**src/sv/rhc_pkg.sv**
```systemverilog
// rhc_pkg: types and constants shared by the RGB to HSL converter.
// No dependencies.
`default_nettype none

package rhc_pkg;

    localparam int unsigned DIV_STEPS = 16;

    localparam logic [15:0] HUE_TURN = 16'd23040;

    typedef struct packed {
        logic [7:0] red_value;
        logic [7:0] green_value;
        logic [7:0] blue_value;
    } rhc_in_t;

    typedef struct packed {
        logic [14:0] hue_angle;
        logic [12:0] saturation_level;
        logic [8:0]  lightness_sum;
    } rhc_out_t;

    // partial remainder, divisor and a shift word that feeds dividend bits out
    // at the top and takes quotient bits in at the bottom
    typedef struct packed {
        logic [7:0]  hue_rem;
        logic [7:0]  hue_div;
        logic [15:0] hue_bits;
        logic [7:0]  sat_rem;
        logic [7:0]  sat_div;
        logic [15:0] sat_bits;
        logic [8:0]  sum;
        logic        grey;
    } rhc_div_t;

endpackage

`default_nettype wire

```
**src/sv/rhc_prep.sv**
```systemverilog
// rhc_prep: first stage; max/min, sextant numerator and divider setup.
// Depends on rhc_pkg.
`default_nettype none

module rhc_prep (
    input  wire                  clk,
    input  wire                  rst_n,
    input  wire                  up_valid,
    output logic                 up_stall,
    input  rhc_pkg::rhc_in_t     up_word,
    output logic                 dn_valid,
    input  wire                  dn_stall,
    output rhc_pkg::rhc_div_t    dn_word
);
    import rhc_pkg::*;

    logic       valid_reg;
    rhc_div_t   word_reg;
    rhc_div_t   word_next;

    logic [7:0]  r, g, b, hi, lo, delta;
    logic [8:0]  sum, den;
    logic [10:0] numer;
    logic [23:0] prod;
    logic        red_max, green_max;
    logic [20:0] sat_dvd;

    always_comb
    begin
        r = up_word.red_value;
        g = up_word.green_value;
        b = up_word.blue_value;
        red_max   = (r >= g) && (r >= b);
        green_max = !red_max && (g >= b);
        if (red_max)
            hi = r;
        else if (green_max)
            hi = g;
        else
            hi = b;
        if (r <= g && r <= b)
            lo = r;
        else if (g <= b)
            lo = g;
        else
            lo = b;
        delta = hi - lo;
        sum   = {1'b0, hi} + {1'b0, lo};
        den   = (sum > 9'd255) ? (9'd510 - sum) : sum;
        if (red_max)
        begin
            if (g < b)
                numer = (11'(delta) << 2) + (11'(delta) << 1) - 11'(b - g);
            else
                numer = 11'(g - b);
        end
        else if (green_max)
            numer = (11'(delta) << 1) + 11'(b) - 11'(r);
        else
            numer = (11'(delta) << 2) + 11'(r) - 11'(g);
        // 7680 = 8192 - 512
        prod    = (24'(numer) << 13) - (24'(numer) << 9);
        sat_dvd = {delta, 13'd0};

        word_next.hue_rem  = prod[23:16];
        word_next.hue_div  = delta;
        word_next.hue_bits = prod[15:0];
        word_next.sat_rem  = {3'd0, sat_dvd[20:16]};
        word_next.sat_div  = den[7:0];
        word_next.sat_bits = sat_dvd[15:0];
        word_next.sum      = sum;
        word_next.grey     = (delta == 8'd0);
    end

    assign up_stall = valid_reg && dn_stall;

    always_ff @(posedge clk or negedge rst_n)
    begin
        if (!rst_n)
            valid_reg <= 1'b0;
        else if (!up_stall)
            valid_reg <= up_valid;
    end

    always_ff @(posedge clk)
    begin
        if (up_valid && !up_stall)
            word_reg <= word_next;
    end

    assign dn_valid = valid_reg;
    assign dn_word  = word_reg;

endmodule

`default_nettype wire

```
**src/sv/rhc_div_cell.sv**
```systemverilog
// rhc_div_cell: one restoring-division step for hue and saturation.
// Depends on rhc_pkg.
`default_nettype none

module rhc_div_cell (
    input  wire                  clk,
    input  wire                  rst_n,
    input  wire                  up_valid,
    output logic                 up_stall,
    input  rhc_pkg::rhc_div_t    up_word,
    output logic                 dn_valid,
    input  wire                  dn_stall,
    output rhc_pkg::rhc_div_t    dn_word
);
    import rhc_pkg::*;

    logic       valid_reg;
    rhc_div_t   word_reg;
    rhc_div_t   word_next;
    logic [8:0] hue_trial, sat_trial;
    logic       hue_ge, sat_ge;

    always_comb
    begin
        hue_trial = {up_word.hue_rem, up_word.hue_bits[15]};
        sat_trial = {up_word.sat_rem, up_word.sat_bits[15]};
        hue_ge    = hue_trial >= {1'b0, up_word.hue_div};
        sat_ge    = sat_trial >= {1'b0, up_word.sat_div};
        word_next = up_word;
        word_next.hue_rem  = hue_ge ? 8'(hue_trial - {1'b0, up_word.hue_div})
                                    : hue_trial[7:0];
        word_next.sat_rem  = sat_ge ? 8'(sat_trial - {1'b0, up_word.sat_div})
                                    : sat_trial[7:0];
        word_next.hue_bits = {up_word.hue_bits[14:0], hue_ge};
        word_next.sat_bits = {up_word.sat_bits[14:0], sat_ge};
    end

    assign up_stall = valid_reg && dn_stall;

    always_ff @(posedge clk or negedge rst_n)
    begin
        if (!rst_n)
            valid_reg <= 1'b0;
        else if (!up_stall)
            valid_reg <= up_valid;
    end

    always_ff @(posedge clk)
    begin
        if (up_valid && !up_stall)
            word_reg <= word_next;
    end

    assign dn_valid = valid_reg;
    assign dn_word  = word_reg;

endmodule

`default_nettype wire

```
**src/sv/rhc_round.sv**
```systemverilog
// rhc_round: output stage; rounds quotients half up, wraps the hue, zeroes grey pixels.
// Depends on rhc_pkg.
`default_nettype none

module rhc_round (
    input  wire                  clk,
    input  wire                  rst_n,
    input  wire                  up_valid,
    output logic                 up_stall,
    input  rhc_pkg::rhc_div_t    up_word,
    output logic                 dn_valid,
    input  wire                  dn_stall,
    output rhc_pkg::rhc_out_t    dn_word
);
    import rhc_pkg::*;

    logic        valid_reg;
    rhc_out_t    word_reg;
    rhc_out_t    word_next;
    logic [16:0] hue_inc, sat_inc;
    logic [15:0] hue_half, hue_wrap;

    always_comb
    begin
        hue_inc  = {1'b0, up_word.hue_bits} + 17'd1;
        sat_inc  = {1'b0, up_word.sat_bits} + 17'd1;
        hue_half = hue_inc[16:1];
        hue_wrap = (hue_half >= HUE_TURN) ? (hue_half - HUE_TURN) : hue_half;
        word_next.lightness_sum = up_word.sum;
        if (up_word.grey)
        begin
            word_next.hue_angle        = '0;
            word_next.saturation_level = '0;
        end
        else
        begin
            word_next.hue_angle        = hue_wrap[14:0];
            word_next.saturation_level = sat_inc[13:1];
        end
    end

    assign up_stall = valid_reg && dn_stall;

    always_ff @(posedge clk or negedge rst_n)
    begin
        if (!rst_n)
            valid_reg <= 1'b0;
        else if (!up_stall)
            valid_reg <= up_valid;
    end

    always_ff @(posedge clk)
    begin
        if (up_valid && !up_stall)
            word_reg <= word_next;
    end

    assign dn_valid = valid_reg;
    assign dn_word  = word_reg;

endmodule

`default_nettype wire

```
**src/sv/rgb_to_hsl_converter_unit.sv**
```systemverilog
// rgb_to_hsl_converter_unit: top level, prep stage, chain of division cells
// and output rounding stage. Depends on rhc_pkg, rhc_prep, rhc_div_cell, rhc_round.
//
// Usage:
//   pixel channel: pixel_valid/pixel_stall/pixel carry one RGB word, taken
//   at a clock edge with pixel_valid high and pixel_stall low.
//   hsl channel: hsl_valid/hsl_stall/hsl carry hue (1/64 degree),
//   saturation (Q0.12) and lightness (max + min) for each pixel, in order.
//   Pipeline: one setup stage, 16 division cells (one quotient bit each for
//   hue and saturation) and one rounding stage that is also the output register.
//   Throughput: one word per cycle while the output is not stalled;
//   every stage holds its own word.
//   Stall: a stalled output word holds. Stages behind it keep moving into
//   empty slots; pixel_stall rises only once every stage holds a word.
//   Reset: rst_n clears all stage valid flags; the pipeline comes up empty.
`default_nettype none

module rgb_to_hsl_converter_unit (
    input  wire                  clk,
    input  wire                  rst_n,
    input  wire                  pixel_valid,
    output logic                 pixel_stall,
    input  rhc_pkg::rhc_in_t     pixel,
    output logic                 hsl_valid,
    input  wire                  hsl_stall,
    output rhc_pkg::rhc_out_t    hsl
);
    import rhc_pkg::*;

    logic     chain_valid [DIV_STEPS+1];
    logic     chain_stall [DIV_STEPS+1];
    rhc_div_t chain_word  [DIV_STEPS+1];

    rhc_prep u_prep (
        .clk      (clk),
        .rst_n    (rst_n),
        .up_valid (pixel_valid),
        .up_stall (pixel_stall),
        .up_word  (pixel),
        .dn_valid (chain_valid[0]),
        .dn_stall (chain_stall[0]),
        .dn_word  (chain_word[0])
    );

    for (genvar i = 0; i < DIV_STEPS; i++)
    begin : g_cell
        rhc_div_cell u_cell (
            .clk      (clk),
            .rst_n    (rst_n),
            .up_valid (chain_valid[i]),
            .up_stall (chain_stall[i]),
            .up_word  (chain_word[i]),
            .dn_valid (chain_valid[i+1]),
            .dn_stall (chain_stall[i+1]),
            .dn_word  (chain_word[i+1])
        );
    end

    rhc_round u_round (
        .clk      (clk),
        .rst_n    (rst_n),
        .up_valid (chain_valid[DIV_STEPS]),
        .up_stall (chain_stall[DIV_STEPS]),
        .up_word  (chain_word[DIV_STEPS]),
        .dn_valid (hsl_valid),
        .dn_stall (hsl_stall),
        .dn_word  (hsl)
    );

endmodule

`default_nettype wire

```
**config.mk**
```make
export PLATFORM = sky130hd
export DESIGN_NAME = rgb_to_hsl_converter_unit
export DESIGN_NICKNAME = d
export VERILOG_FILES = /design/src/sv/rhc_pkg.sv /design/src/sv/rhc_prep.sv /design/src/sv/rhc_div_cell.sv /design/src/sv/rhc_round.sv /design/src/sv/rgb_to_hsl_converter_unit.sv
export SDC_FILE = /design/constraint.sdc
export NUM_CORES = 2
export LEC_CHECK = 0
export BUFFER_PORTS_ARGS = -buffer_cell sky130_fd_sc_hd__clkbuf_2
export CAP_MARGIN = 15
export CORE_MARGIN = 1.5
export CORE_UTILIZATION = 40
export DETAILED_ROUTE_END_ITERATION = 16
export SYNTH_ARGS = -nofsm -noshare
export SYNTH_HDL_FRONTEND = slang
export SYNTH_SLANG_ARGS = --single-unit
export TNS_END_PERCENT = 5
```
**constraint.sdc**
```tcl
create_clock -name clk -period 8.6 [get_ports clk]
set_input_delay 0.86 -clock clk [delete_from_list [all_inputs] [get_ports clk]]
set_output_delay 0.86 -clock clk [all_outputs]
set_load 0.05 [all_outputs]
```
### Yosys cells after proc, flatten, opt, wreduce, memory -nomap -nowiden

Index checks and enable logic that the tools add are counted.

| word-level totals | value |
|---|---|
| bits in writable memories | 0 |
| bits in latches | 0 |
| memories kept | 0 |
| output and inout port bits | 39 |
| ROM bits | 0 |
| register bits after elaboration | 1120 |
| word-level logic and storage cells | 350 |
| bits of input ports | 28 |

| operators by class | value |
|---|---|
| add/subtract/negate cells | 45 |
| shift operators | 0 |
| reductions and logical operators | 59 |
| $lt $le $gt $ge | 41 |
| eq/ne operators | 0 |
| bitwise operators | 0 |
| muxes and demuxes | 39 |
| divide/modulo/power cells | 0 |
| multiply operators | 0 |

Operator list:

| kind | number |
|---|---|
| 9-bit by 8-bit greater-or-equal comparator with 1-bit output | 31 |
| 8-bit 2-to-1 mux | 34 |
| 8-bit subtractor | 30 |
| 1-bit logical AND | 39 |
| 11-bit 2-to-1 mux | 3 |
| 8-bit greater-or-equal comparator | 3 |
| 8-bit <= comparator | 3 |
| 24-bit by 20-bit subtractor with 24-bit output | 1 |
| 11-bit by 8-bit subtractor with 11-bit output | 2 |
| 1-bit logical NOT | 19 |
| 8-bit by 8-bit subtractor with 9-bit output | 2 |
| 16-bit by 1-bit adder with 17-bit output, second input constant | 1 |
| 16-bit by 15-bit greater-or-equal comparator with 1-bit output, second input constant | 1 |
| 15-bit 2-to-1 mux | 1 |
| 15-bit subtractor, second input constant | 1 |
| 14-bit by 1-bit adder with 14-bit output, second input constant | 1 |
| 10-bit by 8-bit adder with 11-bit output | 1 |
| 10-bit by 9-bit adder with 11-bit output | 1 |
| 11-bit subtractor | 1 |
| 9-bit by 8-bit adder with 10-bit output | 1 |
| 8-bit by 8-bit adder with 9-bit output | 1 |
| 9-bit by 8-bit > comparator with 1-bit output, second input constant | 1 |
| 6-bit by 8-bit greater-or-equal comparator with 1-bit output | 1 |
| 8-bit logical NOT | 1 |
| 4 further kinds | 4 |

### Depth between registers and ports, before layout

| depth | value |
|---|---|
| word-level depth | 20 |
| depth in mapped cells | 42 |
| depth with buffers taken out | 39 |

### By module

A second synthesis with hierarchy kept.

| unflattened totals | value |
|---|---|
| cells, all modules | 4246 |
| area, all modules | 60355.4 um^2 |

Modules (own cells, without submodules):

| module | cells an instance | times used | area each (um^2) | sequential area each (um^2) |
|---|---|---|---|---|
| rhc_div_cell at g_cell[14].u_cell ... | 212 | 8 | 3271.9 | 2247.2 |
| rhc_div_cell at g_cell[0].u_cell ... | 207 | 7 | 3236.9 | 2247.2 |
| rhc_prep | 710 | 1 | 6174.7 | 1196.1 |
| rhc_div_cell at g_cell[13].u_cell | 212 | 1 | 3273.1 | 2247.2 |
| rhc_round | 179 | 1 | 2074.5 | 1136.1 |

### Worst setup path before layout

OpenSTA, ideal clock, no wires.

| timing | value |
|---|---|
| path type | input port to flip-flop |
| start | in pixel[2] (netlist name) |
| end | reg u_prep.word_reg (netlist bit u_prep.dn_word[73]), data pin |
| library setup time | 0.259 ns |
| cell stages on the path | 39 |
| slack | 0.775 ns |
| path buffers | 3 |
| required time | 8.341 ns |
| arrival time | 7.566 ns |
| path through | inv_1 > ha_1 > buf_6 > nand3b_1 > a2111oi_4 > nor2_2 > buf_6 > a41oi_1 > clkbuf_1 > o21ai_0 > nand2_1 > o21ai_0 > ha_1 > fa_1 > nor2_1 > nor2_1 > nor2_1 > nor2_1 > (+3 left out) > nor2_1 > xnor2_1 > inv_1 > fa_1 > inv_1 > ha_1 > o21ai_0 > a21oi_1 > o31ai_1 > a31oi_1 > a31oi_1 > inv_1 > ha_1 > a2111oi_0 > o31ai_1 > nand2_1 > nand4_1 > xor2_1 |

| on the way | value |
|---|---|
| cells in the longest elaborated chain, start to end | 12 |
| elaborated cells between the ends (all ways) | 26 |
| classes of those cells | add/sub (10); order compare (5); mux (7); reduce/logical (4) |

Ends and longest elaborated chain:

| item | line | RTL |
|---|---|---|
| from (decl) | rgb_to_hsl_converter_unit.sv:23 | `input rhc_pkg::rhc_in_t pixel,` |
| 8-bit greater-or-equal comparator | rhc_prep.sv:33 | `red_max = (r >= g) && (r >= b);` |
| 1-bit logical AND | rhc_prep.sv:33 |  |
| 1-bit logical NOT | rhc_prep.sv:34 | `green_max = !red_max && (g >= b);` |
| 1-bit logical AND | rhc_prep.sv:34 |  |
| 8-bit 2-to-1 mux | rhc_prep.sv:37 | `else if (green_max)` |
| 8-bit 2-to-1 mux | rhc_prep.sv:35 | `if (red_max)` |
| 8-bit subtractor (*) | rhc_prep.sv:47 | `delta = hi - lo;` |
| via u_prep.delta[6] | rhc_prep.sv:21 | `logic [7:0] r, g, b, hi, lo, delta;` |
| 10-bit by 9-bit adder with 11-bit output, or another cell as far along | rhc_prep.sv:53 | `numer = (11'(delta) << 2) + (11'(delta) << 1) - 11'(b - g);` |
| 11-bit subtractor, or another cell as far along | rhc_prep.sv:53 |  |
| 11-bit 2-to-1 mux, on equally long branches | rhc_prep.sv:52, rhc_prep.sv:57 |  |
| 11-bit 2-to-1 mux (*) | rhc_prep.sv:50 | `if (red_max)` |
| 24-bit by 20-bit subtractor with 24-bit output (*) | rhc_prep.sv:62 | `prod = (24'(numer) << 13) - (24'(numer) << 9);` |
| via u_prep.prod[23] | rhc_prep.sv:24 | `logic [23:0] prod;` |
| to (signal assigned) | rhc_prep.sv:88 | `word_reg <= word_next;` |
| to (decl) | rhc_prep.sv:18 | `rhc_div_t word_reg;` |

Mark *: on every way through the listed nets, which the timed path passes. The rest lies on a longest branch.
A chain may end at the register's enable or synchronous reset.

### Worst setup path after layout

Same ends and word-level chain as after synthesis.

==> results.cfg <==
[setup_path]
cp_top_family = compound AO/OA/AOI/OAI gates
cp.required_ns = 8.98
worstPathArrival_ns = 8.12
endpoint_kind = flip-flop
cp-start-kind = primary input
slowest_delay_ns = 0.49
path_buf_inv = 5
crit_type = in2reg
slowest_stage = ha_1
r2r_cells = 8
worstPathMaxFanout = 14
cpMostUsedCell = ha_1
path_depth = 35

[floorplan]
die_area_um2 = 118900
design.core.area_um2 = 116000
die_y_um = 344.9
rows = 125
start_util_pct = 40.28
die_w_um = 344.9
ios = 67

[route]
routed_wl_um = 79750
via_per_inst = 4.903
drt_iter0_drc = 1227
dr.pass1.iters = 5
post_drt_wl_per_cell_um = 14.57
ant_nets = 0
vias = 26831
drc_errors = 0

[synth]
synth-compound-area-share_pct = 10.02
yosysWarningCount = 0
synth.net_count = 4158
synth_cell_type_count = 75
synthArstFlopShare_pct = 1.863
ys.flop_type = edfxtp_1
synth-seq-cells = 966
synth_top_family_by_area = adder cells
synth_xor_area_share_pct = 3.370
ys_seq_area_share_pct = 61.86
syn_area_per_cell_um2 = 12.54
synth_mux_area_share_pct = 0.2007
synth-adder-area-share_pct = 11.64
synth_edf_count = 948
synthCells = 3727
syn_area_um2 = 46740
synth-simple-area-share_pct = 7.993

[global_routing]
antenna_found_initial = 0
gr-usage-all-layers_pct = 13.49
first_global_vias = 27508
overflow = 0
grt_max_degree = 67
grt_pass1_wl_um = 129400

[placement]
pre_cts_slack_ns = 0.2331
post_dp_cell_area_um2 = 49050
finalWeightedCongestion = 0.8695
post-dp-hpwl_um = 60930
numPortBuffers = 66

[timing]
final.setup.tns_ns = 0
post-route-period-util_pct = 89.99
setup_ws_ns = 0.8604
clock_skew_ns = 0.03926
fin_crit_ns = 7.740
slew_viol_final = 0
slew_headroom_pct = 25.88
final-hold-violation-count = 0
setup_violations = 0
worst_pin_slew_ns = 1.112
rsz0062_at_grt = no
fmax_mhz = 129.2

[cts]
holdBufCountCts = 0
clk_latency_ns = 0.66
cts-buffers-inserted = 96
root_buffer = clkbuf_16
clk_pin_slew_ns = 0.06
htreeDepth = 3
cts_tree = done
cts_resized = 0
ctsLongestPathBuffers = 3
cts.sinks = 966
post-cts-setup-buffers = 0

[finish]
mostFrequentLayoutCell = edfxtp_1
final_cell_mix = edfxtp_1, inv_1, ha_1
fin_area_um2 = 52360
nNetsFinal = 4302
diodes = 0
drive_above_1_share_pct = 7.143
area_delta_synth_final_pct = 12.01
num-fill-cells = 10348

[pwr]
leakage_uw = 0.02101
ir_drop_v = 0.0002268
p_per_area_nw_per_um2 = 380.9

[status]
status = complete, no violations

[run]
cap_viol_max_count = 0

[min_path]
hp-class = in2async
[worst reg2reg max path, delay by kind of cell, from the launching register on]
kind          cells  cell delay [ns]
flops             1             0.45
simple gates      8             2.67
[cells by family after synthesis]
| kind of cell | Yosys count |
|---|---|
| compound gates | 764 |
| buf+inv | 601 |
| mux | 9 |
| flops | 966 |
| fa+ha+maj | 403 |
| simple gates | 805 |
| xor+xnor | 179 |
[power breakdown]
group,internal (uW),switching [uW]
clock,2550,1750
sequential,7110,581
combinational,3240,4720
[synthesized netlist by cell type (all sizes together), types with 5 or more instances]
master / number / share of area (%)
a211oi: 14 / 0.24
a21boi: 43 / 0.69
a21o: 59 / 0.95
a21oi: 173 / 1.9
a311oi: 29 / 0.54
a31oi: 8 / 0.11
and2: 16 / 0.22
and3: 63 / 0.84
buf: 10 / 0.17
clkbuf: 41 / 0.33
dfrtp: 18 / 0.96
edfxtp: 948 / 61
fa: 53 / 2.3
ha: 350 / 9.4
inv: 550 / 4.4
mux2i: 6 / 0.13
nand2: 266 / 2.1
nand2b: 27 / 0.36
nand3: 46 / 0.52
nand4: 50 / 0.67
nor2: 238 / 1.9
nor2b: 53 / 0.71
nor3: 17 / 0.18
o21a: 11 / 0.18
o21ai: 296 / 3.2
o21bai: 33 / 0.53
o31ai: 65 / 1.1
or2: 8 / 0.11
or3: 5 / 0.067
xnor2: 78 / 1.5
xor2: 101 / 1.9
[registers in the layout (all words and copies together), names as in the netlist]
| register | count |
|---|---|
| g_cell.u_cell.dn_word | 872 |
| u_round.dn_valid | 1 |
| g_cell.u_cell.dn_valid | 16 |
| u_round.dn_word | 37 |
| u_prep.dn_word | 39 |
| u_prep.dn_valid | 1 |
[layer usage]
layer	vias up	track usage [%]	wire length [um]
met2	347	26.96	43860
met3	182	1.841	2334
li1	13555	-	-
met4	0	6.978	3621
met1	12747	13.26	29930
met5	-	0	0
[path summary, 6_finish.rpt]
path / startpoint / end / slack (ns)
max: pixel[2] / u_prep.dn_word[73]$_DFFE_PP_ / 0.86
min: rst_n / g_cell[9].u_cell.dn_valid$_DFFE_PN0N_ / 0.17
max reg2reg: u_round.dn_valid$_DFFE_PN0N_ / u_prep.dn_word[52]$_DFFE_PP_ / 5.03
min reg2reg: g_cell[6].u_cell.dn_word[45]$_DFFE_PP_ / g_cell[7].u_cell.dn_word[46]$_DFFE_PP_ / 0.40
max in group asynchronous: rst_n / g_cell[8].u_cell.dn_valid$_DFFE_PN0N_ / 8.06
min in group clk: g_cell[6].u_cell.dn_word[45]$_DFFE_PP_ / g_cell[7].u_cell.dn_word[46]$_DFFE_PP_ / 0.40
[area by class of cell]
type                       count  area (um2)  area share (%)
clock buffer                 115        2515           4.803
clock inverter                60       794.5           1.517
inverter                     550        2064           3.943
multi-input combinational   2160       15600           29.79
sequential                   966       28920           55.23
tap                         1524        1907           3.642
timing repair buffer          97       563.0           1.075
[metrics by stage]
stage	hold WS (ns)	util, %	power, uW	cells
finish	0.1748	45.12	19950	5472
global route	0.2010	45.12	21490	5472
CTS	0.1500	45.12	20180	5472
detailed placement	0.4045	42.27	15790	5297
global placement	0.4001	42.27	15650	5297
floorplan	0.4003	-	13750	3727
Power figures use the tool's default switching activity.
